--- src/rtl/clr_pkg.sv ---
// clr_pkg: shared types, widths and codes of the clipped line rasterizer
`default_nettype none

package clr_pkg;

    localparam int COORD_BITS = 16;
    localparam int DELTA_BITS = COORD_BITS + 1;
    localparam int ERR_BITS   = COORD_BITS + 2;
    localparam int DIM_BITS   = 11;
    localparam int CMP_BITS   = (COORD_BITS > DIM_BITS) ? COORD_BITS : DIM_BITS;
    localparam int CFG_IDX_BITS = 2;

    localparam logic [CFG_IDX_BITS-1:0] REG_LAYER_WIDTH  = CFG_IDX_BITS'(0);
    localparam logic [CFG_IDX_BITS-1:0] REG_LAYER_HEIGHT = CFG_IDX_BITS'(1);

    typedef enum logic [0:0] {
        CMD_START = 1'b0,
        CMD_STEP  = 1'b1
    } cmd_t;

    typedef struct packed {
        logic                         active;
        logic                         swapped;
        logic signed [COORD_BITS-1:0] major_pos;
        logic signed [COORD_BITS-1:0] major_end;
        logic signed [COORD_BITS-1:0] minor_pos;
        logic                         minor_down;
        logic [DELTA_BITS-1:0]        major_delta;
        logic [DELTA_BITS-1:0]        minor_delta;
        logic signed [ERR_BITS-1:0]   error_term;
    } line_state_t;

    typedef struct packed {
        logic                         pixel_valid;
        logic signed [COORD_BITS-1:0] pixel_x;
        logic signed [COORD_BITS-1:0] pixel_y;
        logic                         inside_layer;
        logic                         last_pixel;
    } pixel_t;

endpackage

`default_nettype wire

--- src/rtl/clr_setup.sv ---
// clr_setup: turns two endpoints into the initial stepping state of a line
`default_nettype none

module clr_setup import clr_pkg::*; (
    input  wire logic signed [COORD_BITS-1:0] start_x,
    input  wire logic signed [COORD_BITS-1:0] start_y,
    input  wire logic signed [COORD_BITS-1:0] end_x,
    input  wire logic signed [COORD_BITS-1:0] end_y,
    output line_state_t                       line
);

    logic signed [DELTA_BITS-1:0] dx;
    logic signed [DELTA_BITS-1:0] dy;
    logic [DELTA_BITS-1:0]        adx;
    logic [DELTA_BITS-1:0]        ady;
    logic                         steep;
    logic signed [DELTA_BITS-1:0] d_maj;
    logic signed [DELTA_BITS-1:0] d_min;
    logic signed [COORD_BITS-1:0] a_maj;
    logic signed [COORD_BITS-1:0] b_maj;
    logic signed [COORD_BITS-1:0] a_min;
    logic signed [COORD_BITS-1:0] b_min;
    logic                         flip;
    logic [DELTA_BITS-1:0]        maj_delta;

    always_comb begin
        dx  = DELTA_BITS'(end_x) - DELTA_BITS'(start_x);
        dy  = DELTA_BITS'(end_y) - DELTA_BITS'(start_y);
        adx = dx[DELTA_BITS-1] ? DELTA_BITS'(-dx) : DELTA_BITS'(dx);
        ady = dy[DELTA_BITS-1] ? DELTA_BITS'(-dy) : DELTA_BITS'(dy);
        steep = ady > adx;

        d_maj = steep ? dy : dx;
        d_min = steep ? dx : dy;
        a_maj = steep ? start_y : start_x;
        b_maj = steep ? end_y : end_x;
        a_min = steep ? start_x : start_y;
        b_min = steep ? end_x : end_y;
        maj_delta = steep ? ady : adx;

        // endpoints are walked so that the major coordinate rises
        flip = d_maj[DELTA_BITS-1];

        line.active      = 1'b1;
        line.swapped     = steep;
        line.major_pos   = flip ? b_maj : a_maj;
        line.major_end   = flip ? a_maj : b_maj;
        line.minor_pos   = flip ? b_min : a_min;
        line.major_delta = maj_delta;
        line.minor_delta = steep ? adx : ady;
        line.minor_down  = flip ? !d_min[DELTA_BITS-1]
                                : (d_min[DELTA_BITS-1] || (d_min == '0));
        line.error_term  = ERR_BITS'(maj_delta >> 1);
    end

endmodule

`default_nettype wire

--- src/rtl/clr_step.sv ---
// clr_step: gives the current pixel with its clip flag and advances the line
`default_nettype none

module clr_step import clr_pkg::*; (
    input  wire line_state_t         line,
    input  wire logic [DIM_BITS-1:0] layer_width,
    input  wire logic [DIM_BITS-1:0] layer_height,
    output pixel_t                   pixel,
    output line_state_t              line_next
);

    logic signed [COORD_BITS-1:0] px;
    logic signed [COORD_BITS-1:0] py;
    logic                         last;
    logic                         x_in;
    logic                         y_in;
    logic signed [ERR_BITS-1:0]   err_sub;

    always_comb begin
        px   = line.swapped ? line.minor_pos : line.major_pos;
        py   = line.swapped ? line.major_pos : line.minor_pos;
        last = line.major_pos >= line.major_end;

        x_in = !px[COORD_BITS-1] &&
               (CMP_BITS'($unsigned(px)) < CMP_BITS'(layer_width));
        y_in = !py[COORD_BITS-1] &&
               (CMP_BITS'($unsigned(py)) < CMP_BITS'(layer_height));

        // idle step gives an all-zero result
        pixel.pixel_valid  = line.active;
        pixel.pixel_x      = line.active ? px : '0;
        pixel.pixel_y      = line.active ? py : '0;
        pixel.inside_layer = line.active && x_in && y_in;
        pixel.last_pixel   = line.active && last;

        err_sub   = line.error_term - ERR_BITS'(line.minor_delta);
        line_next = line;
        if (line.active) begin
            if (last) begin
                line_next.active = 1'b0;
            end else begin
                line_next.major_pos = line.major_pos + COORD_BITS'(1);
                if (err_sub[ERR_BITS-1]) begin
                    line_next.error_term = err_sub + ERR_BITS'(line.major_delta);
                    line_next.minor_pos  = line.minor_down
                                         ? line.minor_pos - COORD_BITS'(1)
                                         : line.minor_pos + COORD_BITS'(1);
                end else begin
                    line_next.error_term = err_sub;
                end
            end
        end
    end

endmodule

`default_nettype wire

--- src/rtl/clipped_line_rasterizer_top.sv ---
// clipped_line_rasterizer_top: bresenham line rasterizer with layer clipping
//
//   channel   direction  handshake          payload
//   s_        in         s_valid / s_ready  s_cmd, s_start_x/y, s_end_x/y
//   m_        out        m_valid / m_ready  m_pixel_valid, m_pixel_x/y,
//                                           m_inside_layer, m_last_pixel
//   cfg_      in         cfg_we             cfg_index, cfg_data
//
// one command per clock while no step waits on a stalled result: a transfer
// lands in the input register, then updates the line state and, for a step,
// loads the result register when it fires; a start gives no result.
// a stalled result holds the result register, and the input register then
// holds a step behind it; starts still drain while the output stalls.
// synchronous active-low reset clears the line, the layer size and both stages.
`default_nettype none

module clipped_line_rasterizer_top import clr_pkg::*; (
    input  wire logic                         aclk,
    input  wire logic                         aresetn,
    input  wire logic                         cfg_we,
    input  wire logic [CFG_IDX_BITS-1:0]      cfg_index,
    input  wire logic [DIM_BITS-1:0]          cfg_data,
    input  wire logic                         s_valid,
    output      logic                         s_ready,
    input  wire logic                         s_cmd,
    input  wire logic signed [COORD_BITS-1:0] s_start_x,
    input  wire logic signed [COORD_BITS-1:0] s_start_y,
    input  wire logic signed [COORD_BITS-1:0] s_end_x,
    input  wire logic signed [COORD_BITS-1:0] s_end_y,
    output      logic                         m_valid,
    input  wire logic                         m_ready,
    output      logic                         m_pixel_valid,
    output      logic signed [COORD_BITS-1:0] m_pixel_x,
    output      logic signed [COORD_BITS-1:0] m_pixel_y,
    output      logic                         m_inside_layer,
    output      logic                         m_last_pixel
);

    logic                         in_valid_reg, in_valid_next;
    cmd_t                         in_cmd_reg;
    logic signed [COORD_BITS-1:0] in_sx_reg, in_sy_reg, in_ex_reg, in_ey_reg;
    logic [DIM_BITS-1:0]          width_reg, width_next;
    logic [DIM_BITS-1:0]          height_reg, height_next;
    line_state_t                  line_reg, line_next;
    logic                         out_valid_reg, out_valid_next;
    pixel_t                       out_reg, out_next;

    line_state_t setup_line;
    line_state_t step_line;
    pixel_t      step_pixel;
    logic        is_step;
    logic        fire;
    logic        in_take;

    clr_setup u_setup (
        .start_x (in_sx_reg),
        .start_y (in_sy_reg),
        .end_x   (in_ex_reg),
        .end_y   (in_ey_reg),
        .line    (setup_line)
    );

    clr_step u_step (
        .line         (line_reg),
        .layer_width  (width_reg),
        .layer_height (height_reg),
        .pixel        (step_pixel),
        .line_next    (step_line)
    );

    // a start needs no result slot, a step needs a free or draining one
    assign is_step = (in_cmd_reg == CMD_STEP);
    assign fire    = in_valid_reg && (!is_step || !out_valid_reg || m_ready);
    assign s_ready = !in_valid_reg || fire;
    assign in_take = s_valid && s_ready;

    always_comb begin
        in_valid_next  = in_take ? 1'b1 : (fire ? 1'b0 : in_valid_reg);
        width_next     = width_reg;
        height_next    = height_reg;
        line_next      = line_reg;
        out_valid_next = out_valid_reg;
        out_next       = out_reg;

        if (cfg_we) begin
            case (cfg_index)
                REG_LAYER_WIDTH:  width_next  = cfg_data;
                REG_LAYER_HEIGHT: height_next = cfg_data;
                default: ;
            endcase
        end

        if (out_valid_reg && m_ready) begin
            out_valid_next = 1'b0;
        end
        if (fire) begin
            if (is_step) begin
                line_next      = step_line;
                out_valid_next = 1'b1;
                out_next       = step_pixel;
            end else begin
                line_next = setup_line;
            end
        end
    end

    always_ff @(posedge aclk) begin
        if (!aresetn) begin
            in_valid_reg  <= 1'b0;
            width_reg     <= '0;
            height_reg    <= '0;
            line_reg      <= '0;
            out_valid_reg <= 1'b0;
        end else begin
            in_valid_reg  <= in_valid_next;
            width_reg     <= width_next;
            height_reg    <= height_next;
            line_reg      <= line_next;
            out_valid_reg <= out_valid_next;
        end
    end

    always_ff @(posedge aclk) begin
        if (in_take) begin
            in_cmd_reg <= cmd_t'(s_cmd);
            in_sx_reg  <= s_start_x;
            in_sy_reg  <= s_start_y;
            in_ex_reg  <= s_end_x;
            in_ey_reg  <= s_end_y;
        end
        out_reg <= out_next;
    end

    assign m_valid        = out_valid_reg;
    assign m_pixel_valid  = out_reg.pixel_valid;
    assign m_pixel_x      = out_reg.pixel_x;
    assign m_pixel_y      = out_reg.pixel_y;
    assign m_inside_layer = out_reg.inside_layer;
    assign m_last_pixel   = out_reg.last_pixel;

    a_idle_result_zero: assert property (@(posedge aclk) disable iff (!aresetn)
        (m_valid && !m_pixel_valid) |->
            (m_pixel_x == '0 && m_pixel_y == '0 && !m_inside_layer && !m_last_pixel))
        else $error("idle step result carries non-zero fields");

    a_inside_non_negative: assert property (@(posedge aclk) disable iff (!aresetn)
        (m_valid && m_inside_layer) |->
            (!m_pixel_x[COORD_BITS-1] && !m_pixel_y[COORD_BITS-1] && m_pixel_valid))
        else $error("pixel flagged inside the layer at a negative coordinate");

    a_last_ends_line: assert property (@(posedge aclk) disable iff (!aresetn)
        (fire && is_step && step_pixel.last_pixel) |=> !line_reg.active)
        else $error("line still active after its last pixel");

    a_start_no_result: assert property (@(posedge aclk) disable iff (!aresetn)
        (fire && !is_step && !(out_valid_reg && m_ready)) |=>
            (out_valid_reg == $past(out_valid_reg)))
        else $error("start command changed the result register");

endmodule

`default_nettype wire

--- config.mk ---
export PLATFORM = sky130hd
export DESIGN_NAME = clipped_line_rasterizer_top
export DESIGN_NICKNAME = d
export VERILOG_FILES = /design/src/rtl/clr_pkg.sv /design/src/rtl/clr_setup.sv /design/src/rtl/clr_step.sv /design/src/rtl/clipped_line_rasterizer_top.sv
export SDC_FILE = /design/constraint.sdc
export NUM_CORES = 1
export LEC_CHECK = 0
export ABC_AREA = 0
export BUFFER_PORTS_ARGS = -buffer_cell sky130_fd_sc_hd__buf_4
export CORE_ASPECT_RATIO = 1.75
export CORE_UTILIZATION = 40
export CTS_BUF_LIST = sky130_fd_sc_hd__clkbuf_8
export DETAILED_ROUTE_END_ITERATION = 7
export PLACE_DENSITY = 0.54
export SKIP_CTS_REPAIR_TIMING = 1
export SLEW_MARGIN = 30
export SYNTH_ARGS = -nofsm -noshare
export SYNTH_HDL_FRONTEND = slang
export SYNTH_SLANG_ARGS = --single-unit
--- constraint.sdc ---
create_clock -name aclk -period 9.3 [get_ports aclk]
set_input_delay 1.395 -clock aclk [delete_from_list [all_inputs] [get_ports aclk]]
set_output_delay 1.395 -clock aclk [all_outputs]
set_load 0.01 [all_outputs]
# --- After elaboration in Yosys (flattened, before gate mapping) ---
# Index checks and enable logic that the tools add are counted.
op_classes:
  reduce_logical: 27
  n_mux: 33
  n_eq_ne: 4
  order_cmp: 4
  n_addsub: 9
  n_bitwise: 1
ops:
  columns: ["operator", "count"]
  rows:
  - ["16-bit 2-to-1 mux", 15]
  - ["103-bit 2-to-1 mux", 1]
  - ["17-bit 2-to-1 mux", 6]
  - ["18-bit 2-to-1 mux", 3]
  - ["17-bit negator", 2]
  - ["16-bit by 16-bit subtractor with 17-bit output", 2]
  - ["16-bit by 2-bit adder with 16-bit output, second input constant", 2]
  - ["16-bit by 11-bit < comparator with 1-bit output", 2]
  - ["18-bit by 17-bit adder with 18-bit output", 1]
  - ["18-bit by 17-bit subtractor with 18-bit output", 1]
  - ["17-bit > comparator", 1]
  - ["17-bit logical NOT", 1]
  - ["16-bit greater-or-equal comparator", 1]
  - ["16-bit by 2-bit subtractor with 16-bit output, second input constant", 1]
  - ["1-bit logical AND", 8]
  - ["1-bit 2-to-1 mux", 8]
  - ["2-bit AND reduction", 4]
  - ["1-bit logical NOT", 6]
  - ["1-bit logical OR", 4]
  - ["2-bit by 1-bit != test with 1-bit output, second input constant", 2]
  - ["4-bit AND reduction", 1]
  - ["3-bit AND reduction", 1]
  - ["2-bit by 1-bit equality test with 1-bit output, second input constant", 1]
  - ["2-bit logical NOT", 1]
  - ["other kinds (3)", 3]
word_totals:
  output_inout_bits: 37
  register_bits: 227
  in_bits: 83

# --- Depth between registers and ports, before layout ---
# Gate-level depths: netlist of run 1.
logic_depth:
  depth_word: 9
  ltp_mapped: 26
  mapped_depth_nobuf: 23

# --- Modules after synthesis ---
# A second synthesis of run 1 with hierarchy kept.
hier_totals:
  cells_unflattened: 2183
  hier_area_um2: 19118.3
modules_own_cells:
  columns: ["mod", "n_inst", "seq_area_each_um2", "area_each_um2", "cells_per_inst"]
  rows:
  - ["clipped_line_rasterizer_top", 1, 5545.3, 8894.8, 655]
  - ["clr_step", 1, 0.0, 5292.6, 731]
  - ["clr_setup", 1, 0.0, 4931.0, 797]

# --- Worst setup path after synthesis of run 1 ---
# Ideal clock, no wire load.
synth_path:
  path_type: "register to register"
  start: "register in_sx_reg[0]"
  end: "register line_reg[100] (netlist bit)"
  setup_ps: 128
  n_path_buf: 3
  stages_incl_launch_ff: 24
  slack_ps: 3473
  period_less_slack_ps: 5827
  t_arrival_ps: 5699
  cell_sequence: "edfxtp_1 -> ha_1 -> fa_1 -> nand2b_1 -> or3_1 -> a211oi_1 -> o21ai_0 -> or3b_1 -> buf_2 -> o41ai_2 -> xnor2_1 -> inv_1 -> ha_1 -> nand3_1 -> or3_1 -> or2_4 -> o221ai_2 -> o31a_4 -> mux2i_4 -> buf_6 -> buf_2 -> mux4_2 -> a22oi_1 -> nor2_1"
synth_between:
  elab_chain_len: 7
  elab_cells_between_ends: 9
  cone_classes: "add/sub: 2; order compare: 1; mux: 6"
synth_lines:
  columns: ["item", "line", "rtl"]
  rows:
  - ["start: declaration", "clipped_line_rasterizer_top.sv:41", "logic signed [COORD_BITS-1:0] in_sx_reg, in_sy_reg, in_ex_reg, in_ey_reg;"]
  - ["start signal: assignment", "clipped_line_rasterizer_top.sv:126", "in_sx_reg <= s_start_x;"]
  - ["16-bit by 16-bit subtractor with 17-bit output *", "clr_setup.sv:27", "dx = DELTA_BITS'(end_x) - DELTA_BITS'(start_x);"]
  - ["17-bit negator", "clr_setup.sv:29", "adx = dx[DELTA_BITS-1] ? DELTA_BITS'(-dx) : DELTA_BITS'(dx);"]
  - ["17-bit 2-to-1 mux", "clr_setup.sv:29", null]
  - ["17-bit > comparator", "clr_setup.sv:31", "steep = ady > adx;"]
  - ["16-bit 2-to-1 mux, or another cell as far along", "clr_setup.sv:35", "a_maj = steep ? start_y : start_x;"]
  - ["16-bit 2-to-1 mux *", "clr_setup.sv:46", "line.major_pos = flip ? b_maj : a_maj;"]
  - ["103-bit 2-to-1 mux *", "clipped_line_rasterizer_top.sv:97", "if (is_step) begin"]
  - ["end signal: assignment", "clipped_line_rasterizer_top.sv:118", "line_reg <= line_next;"]
  - ["end: declaration", "clipped_line_rasterizer_top.sv:44", "line_state_t line_reg, line_next;"]
# Every way passes the cells marked *; elsewhere a longest branch is shown, timed or not.
# A chain may end at the register's enable or synchronous reset.

# --- Worst setup path in the final report of run 1 ---
layout_path:
  start: "register in_sx_reg[0]"
  end: "register line_reg[92] (netlist bit)"
# Same word-level chain as after synthesis.

==> summary.md, run 1 <==
| Metric | Value |
|---|---|
| CP cell instances | ha_1, fa_1, nor2b_1, o2111ai_1, a21o_1, a31oi_1, xor2_1, nor3_1, a21oi_1, xor2_1, inv_1, ha_1, nand3_1, or3_1, or2_4, o221ai_2, o31a_4, mux2i_4, buf_12, mux2_2, nor2_1, a211oi_1, o31a_1 |
| Worst-Margin Slew | 0.879 ns |
| Core Region | 0.0408 sq mm |
| Cell taking the most area after synthesis | edfxtp_1 |
| Worst reg2reg path endpoint | line_reg[92]$_SDFFE_PN0P_ |
| Critical R2R Launch | in_sx_reg[0]$_DFFE_PP_ |
| Hold path startpoint | line_reg[22]$_SDFFE_PN0P_ |
| Critical path launch point type | flop |
| Outcome | complete, no violations |
| Area contributors post-synth | edfxtp_1, dfxtp_1, ha_1 |
| WP data arrival | 7.93 ns |
| Critical Path RT | 9.76 ns |
| Largest net degree at the start of global routing | 74 |
| Gr ovfl total | 0 |
| Max-Cap Viols | 0 |
| Die Wd | 156 um |
| Most common cell in the netlist | nand2_1 |
| Clock sink count | 227 |
| XOR/XNOR share of the synthesized area | 4.56% |
| Top-Level Pins | 120 |
| DRT iter0 DRCs | 855 |
| Pleak | 7.77 nW |
| Compound-Gate Fraction of Synth Area | 21.9% |
| Simple logic cell fraction of the synthesized area | 16.7% |
| Setup WS post-layout | 1.83 ns |
| YS warnings | 0 |
| Routed vias | 14,600 |
| Final hold violation count | 0 |
| Synth Instances | 1,926 |
| First-pass DRT Iterations | 7 |
| FP Rows | 98 |
| Yosys cell types | 93 |
| Period utilisation layout | 80.3% |
| Largest family of logic cells by synthesized area | compound AO/OA/AOI/OAI gates |
| Slowest CP cell | mux2i_4 |
| Syn nets | 2,150 |
| Synth top area share | 18.2% |
| Fill cell count | 4,034 |
| Initial Utilization | 40.5% |
| Die H | 271 um |
| Full die area | 0.0422 sq mm |
| Min-Delay Path Depth | 2 |
| Avg Synthesized Cell Area | 8.58 sq um |
| Slew HR | 40.2% |
| Tot Pwr | 4.54 mW |
| GRT Total Usage | 24.7% |
| Pwr Density | 243 mW/mm^2 |
| Final setup viols | 0 |
| Critical Path End Type | flop |
| Highest clock rate | 134 MHz |
| Crit-path leading delay family | compound AO/OA/AOI/OAI gates |
| Synth async-reset ratio | 0% |
| Vias per std cell | 5.65 |
| Post-synth EDFFs | 100 |
| P&R area growth vs syn | 13.0% |
| Worst Clk Skew | 0.0227 ns |
| TritonCTS clock tree | yes |
| Max reg flops | 103 |
| Worst hold path type | reg -> reg |
| Max Slew Vio Count | 0 |
| Largest stage delay, worst path | 0.74 ns |
| Num CTS Buffers | 38 |
| First-pass GRT wire length | 80.2 mm |
| Fraction of layout cells with a size suffix above 1 | 12.9% |
| R2R Setup Slk | 1.83 ns |
| Bufs and invs on worst path | 2 |
| H-tree depth | 2 |
| Nets | 2,226 |
| Minimum clock period | 7.47 ns |
| RD Place Congestion | 0.957 |
| Ys flop type | dfxtp_1 |
| Fin area | 0.0187 sq mm |
| Place WS | 1.90 ns |
| Number of global-route vias before repair | 14,300 |
| Post-synth top cells | nand2_1, nor2_1, a21oi_1 |
| DR WL/cell | 20.0 um |
| Drc violations | 0 |
| Port-buffer cells | 119 |
| Clock transition at the registers of the reported paths | 0.06 ns |
| Worst skew pair latency | 0.58 ns |
| Hold Crit Endpoint | line_reg[22]$_SDFFE_PN0P_ |
| CTS Buffer Depth | 3 |
| Adder-Cell Fraction of Synth Area | 10.9% |
| Placement Cell Area | 0.0179 sq mm |
| WS Path Type | reg -> reg |
| Number of synthesized register bits | 227 |
| Worst reg2reg path depth | 23 |
| Maximum fanout along the worst path | 73 |
| RSZ-0062 raised after global routing | no |
| DRT Wirelength | 51.8 mm |
| Hpwl dp | 39.7 mm |
| CTS root buf | clkbuf_8 |
| Final ANT Viol Nets | 0 |
| Seq/Total Area, Yosys | 33.5% |
| Setup TNS | 0 ns |
| Mapped cell area | 0.0165 sq mm |
| Worst VDD drop | 0.000196 V |
| Initial antenna violation count | 1 |
| Mux contribution to synthesized area | 6.80% |
-- metrics by stage --
stage | hold slack (ns) | utilization (%) | cells
2_1_floorplan | 0.432 | - | 1926
3_3_place_gp | 0.442 | 43.8 | 2510
3_5_place_dp | 0.446 | 43.8 | 2511
4_1_cts | 0.456 | 45.7 | 2581
5_1_grt | 0.484 | 45.7 | 2583
6_report | 0.457 | 45.7 | 2583
-- cells by family (layout without fill, tap and decap cells) --
family | count (synthesis) | in the layout
and+or+nand+nor | 579 | 579
muxes | 106 | 106
xor gates and xnor gates | 86 | 86
other | 0 | 1
DFF | 227 | 227
buffers and inverters | 235 | 341
adders and majority gates | 141 | 141
AOI/OAI and AO/OA | 552 | 552
-- where the power goes --
group | internal (mW) | total [mW] | switching (mW) | leakage (nW)
logic | 0.924 | 2.44 | 1.52 | 5.34
registers | 1.12 | 1.19 | 0.0662 | 1.99
clock network | 0.476 | 0.915 | 0.439 | 0.441
total | 2.52 | 4.54 | 2.02 | 7.77
-- final cells by class --
type	instances	area (sq um)	share of cell area, %
multi-input combinational	1464	10100	54.1
sequential	227	5550	29.7
timing repair buffer	139	1080	5.78
tap	550	688	3.68
clock buffer	42	578	3.09
inverter	132	495	2.65
clock inverter	28	178	0.951
antenna	1	2.50	0.0134
-- worst register-to-register path: stages, from the launching register on --
cell       delay (ns)
edfxtp_1         0.43
ha_1             0.26
fa_1             0.44
nor2b_1          0.24
o2111ai_1        0.29
a21o_1           0.30
a31oi_1          0.20
xor2_1           0.56
nor3_1           0.20
a21oi_1          0.22
xor2_1           0.32
inv_1            0.08
ha_1             0.37
nand3_1          0.10
or3_1            0.36
or2_4            0.30
o221ai_2         0.38
o31a_4           0.24
mux2i_4          0.74
buf_12           0.39
mux2_2           0.44
nor2_1           0.09
a211oi_1         0.06
o31a_1           0.33
-- placed cells by master (no fill, tap or decap), types with 12 or more instances in the layout --
cell type,synthesis,routed
a21oi_1,152,152
nand4_1,12,12
mux2i_1,74,74
nand2_1,169,168
nor3_1,37,36
xnor2_1,48,48
o211ai_1,32,32
and2_1,25,25
inv_1,132,143
o21ai_0,126,126
nor2b_1,28,27
o21a_1,26,26
edfxtp_1,100,100
mux2_2,30,30
xor2_1,38,38
buf_4,2,136
o22ai_1,13,13
clkbuf_8,0,42
nor2_1,160,159
nor4_1,13,13
ha_1,136,136
nand2b_1,18,18
and3_1,15,15
a31oi_1,28,26
a211oi_1,24,24
nand3_1,60,60
dfxtp_1,127,127
a21o_1,27,27
-- metal layers --
layer,up-vias,wire (um),track usage (%)
met5,-,0,0
met4,0,1790,9.47
met3,113,1780,2.64
met2,359,27900,47.6
met1,6963,20200,26.9
li1,7147,-,-
-- worst max-delay path by stage --
stage / startpoint / endpoint / cells after the start / slack, ns
finish: in_sx_reg[0]$_DFFE_PP_ / line_reg[92]$_SDFFE_PN0P_ / 23 / 1.83
CTS: in_sx_reg[0]$_DFFE_PP_ / line_reg[92]$_SDFFE_PN0P_ / 23 / 1.90
global route: in_sx_reg[0]$_DFFE_PP_ / line_reg[62]$_SDFFE_PN0P_ / 23 / 1.40
floorplan: in_sx_reg[0]$_DFFE_PP_ / line_reg[100]$_SDFFE_PN0P_ / 23 / 3.47
global placement: in_ex_reg[0]$_DFFE_PP_ / line_reg[92]$_SDFFE_PN0P_ / 23 / 1.65
detailed placement: in_sx_reg[0]$_DFFE_PP_ / line_reg[92]$_SDFFE_PN0P_ / 23 / 1.90
(Power assumes the default switching activity.)
==> run 2, diff against run 1 <==
- ABC_AREA: 0 -> 1
- PLACE_DENSITY: 0.54 -> 0.56
- clock period: 9.3 -> 6.7 ns (I/O delays scaled with it)
==> run 2 against run 1 <==
Compared with the run above: global-route usage up 2.0 points; via count up 14%; combinational power up 23%; critical path depth up 6; worst hold slack worse by 0.020 ns; critical path type unchanged.
==> summary.md, run 2 <==
| Metric | Value |
|---|---|
| Outcome | complete, no violations (unchanged) |
| Max Slew Vio Count | 0 (unchanged) |
| GRT Total Usage | 26.6% (was 24.7%) |
| Top sig layer | met4 (unchanged) |
| Maximum fanout along the worst path | 91 (was 73) |
| Number of global-route vias before repair | 16,300 (was 14,300) |
| Critical Path End Type | flop (unchanged) |
| Die H | 275 um (was 271 um) |
| Critical path launch point type | flop (unchanged) |
| Area contributors post-synth | edfxtp_1, dfxtp_1, nand2_1 (was edfxtp_1, dfxtp_1, ha_1) |
| CTS root buf | clkbuf_8 (unchanged) |
| Syn nets | 2,719 (was 2,150) |
| Yosys cell types | 51 (was 93) |
| Initial antenna violation count | 1 (unchanged) |
| Nets | 2,809 (was 2,226) |
| Port-buffer cells | 119 (unchanged) |
| Routed met1 length | 22.7 mm (was 20.2 mm) |
| Seq/Total Area, Yosys | 32.6% (was 33.5%) |
| Minimum clock period | 5.69 ns (was 7.47 ns) |
| Cell taking the most area after synthesis | edfxtp_1 (unchanged) |
| Crit path top cell by count | nand2_1 |
| Worst hold path type | reg -> reg (unchanged) |
| Ys flop type | dfxtp_1 (unchanged) |
| Num CTS Buffers | 39 (was 38) |
| Post-synth top cells | nand2_1, inv_1, a21oi_1 (was nand2_1, nor2_1, a21oi_1) |
| Initial Utilization | 40.6% (was 40.5%) |
| Drc violations | 0 (unchanged) |
| Largest stage delay, worst path | 0.64 ns (was 0.74 ns) |
| Avg Synthesized Cell Area | 6.82 sq um (was 8.58 sq um) |
| RSZ-0062 raised after global routing | no (unchanged) |
| Largest net degree at the start of global routing | 92 (was 74) |
| Period utilisation layout | 84.9% (was 80.3%) |
| WP data arrival | 6.22 ns (was 7.93 ns) |
| Setup WS post-layout | 1.01 ns (was 1.83 ns) |
| Routed vias | 16,600 (was 14,600) |
| Top-Level Pins | 120 (unchanged) |
| DRT Wirelength | 56.7 mm (was 51.8 mm) |
| Worst-Margin Slew | 0.919 ns (was 0.879 ns) |
| First-pass DRT Iterations | 7 (unchanged) |
| Full die area | 0.0434 sq mm (was 0.0422 sq mm) |
| Final hold violation count | 0 (unchanged) |
| Mapped cell area | 0.0170 sq mm (was 0.0165 sq mm) |
| Slowest CP cell | buf_4 (was mux2i_4) |
| DR WL/cell | 17.9 um (was 20.0 um) |
| H-tree depth | 2 (unchanged) |
| Met3 Routed Length | 2.21 mm (was 1.78 mm) |
| FP Rows | 99 (was 98) |
| Setup TNS | 0 ns (unchanged) |
| Place WS | 1.16 ns (was 1.90 ns) |
| Critical Path RT | 7.23 ns (was 9.76 ns) |
| Gr ovfl total | 0 (unchanged) |
| Worst VDD drop | 0.000174 V (was 0.000196 V) |
| Max-Cap Viols | 0 (unchanged) |
| Post-synth EDFFs | 100 (unchanged) |
| Slew HR | 38.7% (was 40.2%) |
| Fraction of layout cells with a size suffix above 1 | 8.75% (was 12.9%) |
| First-pass GRT wire length | 88.2 mm (was 80.2 mm) |
| Clock sink count | 227 (unchanged) |
| YS warnings | 0 (unchanged) |
| DRT iter0 DRCs | 984 (was 855) |
| P&R area growth vs syn | 12.9% (was 13.0%) |
| WS Path Type | reg -> reg (unchanged) |
| Clock transition at the registers of the reported paths | 0.06 ns (about the same) |
| Number of synthesized register bits | 227 (unchanged) |
| Met2 Wirelength | 29.1 mm (was 27.9 mm) |
| Synth top area share | 17.6% (was 18.2%) |
| Final ANT Viol Nets | 0 (unchanged) |
| Most common cell after layout, fill and taps aside | nand2_1 (unchanged) |
| Pwr Density | 313 mW/mm^2 (was 243 mW/mm^2) |
| Core Region | 0.0419 sq mm (was 0.0408 sq mm) |
| Synth Instances | 2,495 (was 1,926) |
| Synth async-reset ratio | 0% (unchanged) |
| Final setup viols | 0 (unchanged) |
| TritonCTS clock tree | yes (unchanged) |
| Most common cell in the netlist | nand2_1 (unchanged) |
| Worst skew pair latency | 0.60 ns (was 0.58 ns) |
| Most frequent cells in the layout | nand2_1, inv_1, a21oi_1, o21ai_0, nor2_1 (was nand2_1, nor2_1, a21oi_1, inv_1) |
| Max reg flops | 103 (unchanged) |
| Fin util | 45.9% (was 45.7%) |
| Worst Clk Skew | 0.0403 ns (was 0.0227 ns) |
| Die Wd | 158 um (was 156 um) |
| Pleak | 9.44 nW (was 7.77 nW) |
| Vias per std cell | 5.22 (was 5.65) |
| Hpwl dp | 45.1 mm (was 39.7 mm) |
| CTS Buffer Depth | 3 (unchanged) |
| Highest clock rate | 176 MHz (was 134 MHz) |
| RD Place Congestion | 1.02 (was 0.957) |
## run 2: changes by cell type after synthesis, sizes merged, moves of 75 or more
| cell | before | now |
|---|---|---|
| inv | 132 | 364 |
| o21ai | 138 | 245 |
| nand2 | 169 | 661 |
| mux2i | 75 | 0 |
| a21oi | 153 | 248 |
| nand3 | 60 | 147 |
## run 2: cell families (layout without fill, tap and decap cells)
group / Yosys count / count (layout) / share of synthesized area, %
other: 0 / 1 / 0
AND/OR/NAND/NOR: 1044 / 1044 / 25.2
flip-flops: 227 / 227 / 32.6
adder cells (fa/ha/maj): 141 / 141 / 10.6
AO/OA/AOI/OAI: 580 / 580 / 18.6
XOR/XNOR: 48 / 48 / 2.65
buffers and inverters: 455 / 576 / 10.4
## run 2: worst max-delay path, delay by kind of cell, from the launching register on
kind	cells	cell delay, ns
buffers and inverters	6	0.97
AO/OA/AOI/OAI	6	1.22
AND/OR/NAND/NOR	15	2.18
flip-flops	1	0.43
adder cells (fa/ha/maj)	2	0.73
## run 2: routing by layer
layer  vias up  track usage, %
met5         -               0
met4         0            13.2
met3       130            2.68
met2       427            49.2
met1      7578            29.9
li1       8432               -
## run 2: final timing paths
path                              startpoint  slack, ns  cells past startpoint                   endpoint
setup / recovery      in_sx_reg[5]$_DFFE_PP_       1.01                     29  line_reg[98]$_SDFFE_PN0P_
hold / removal    line_reg[102]$_SDFFE_PN0P_       0.44                      0    m_pixel_valid$_DFFE_PP_
setup reg to reg      in_sx_reg[5]$_DFFE_PP_       1.01                     29  line_reg[98]$_SDFFE_PN0P_
hold reg to reg   line_reg[102]$_SDFFE_PN0P_       0.44                      0    m_pixel_valid$_DFFE_PP_
## run 2: cell type report
type                    instances  area [sq um]
clock buffers                  47           647
flip-flops and latches        227          5550
clock inverters                25           205
repair buffers                137          1030
fillers                      4370         22700
diodes                          1          2.50
inverters                     367          1380
well taps                     555           694
multi-input cells            1813          9710
## run 2: report_power, final
part	internal (mW)	total [mW]	switching, mW
registers	1.55	1.63	0.0837
clock network	0.762	1.39	0.628
logic	0.939	3.00	2.06
total	3.25	6.02	2.77
## run 2: stage by stage
| stage | instance area [sq um] | std cells | power [mW] | hold slack, ns |
|---|---|---|---|---|
| detailed placement | 18400 | 3099 | 4.63 | 0.425 |
| finish | 19200 | 3172 | 6.02 | 0.437 |
| global placement | 18400 | 3099 | 4.62 | 0.429 |
| CTS | 19200 | 3171 | 6.05 | 0.437 |
| global route | 19200 | 3172 | 6.50 | 0.474 |
| floorplan | 17000 | 2495 | 3.84 | 0.416 |
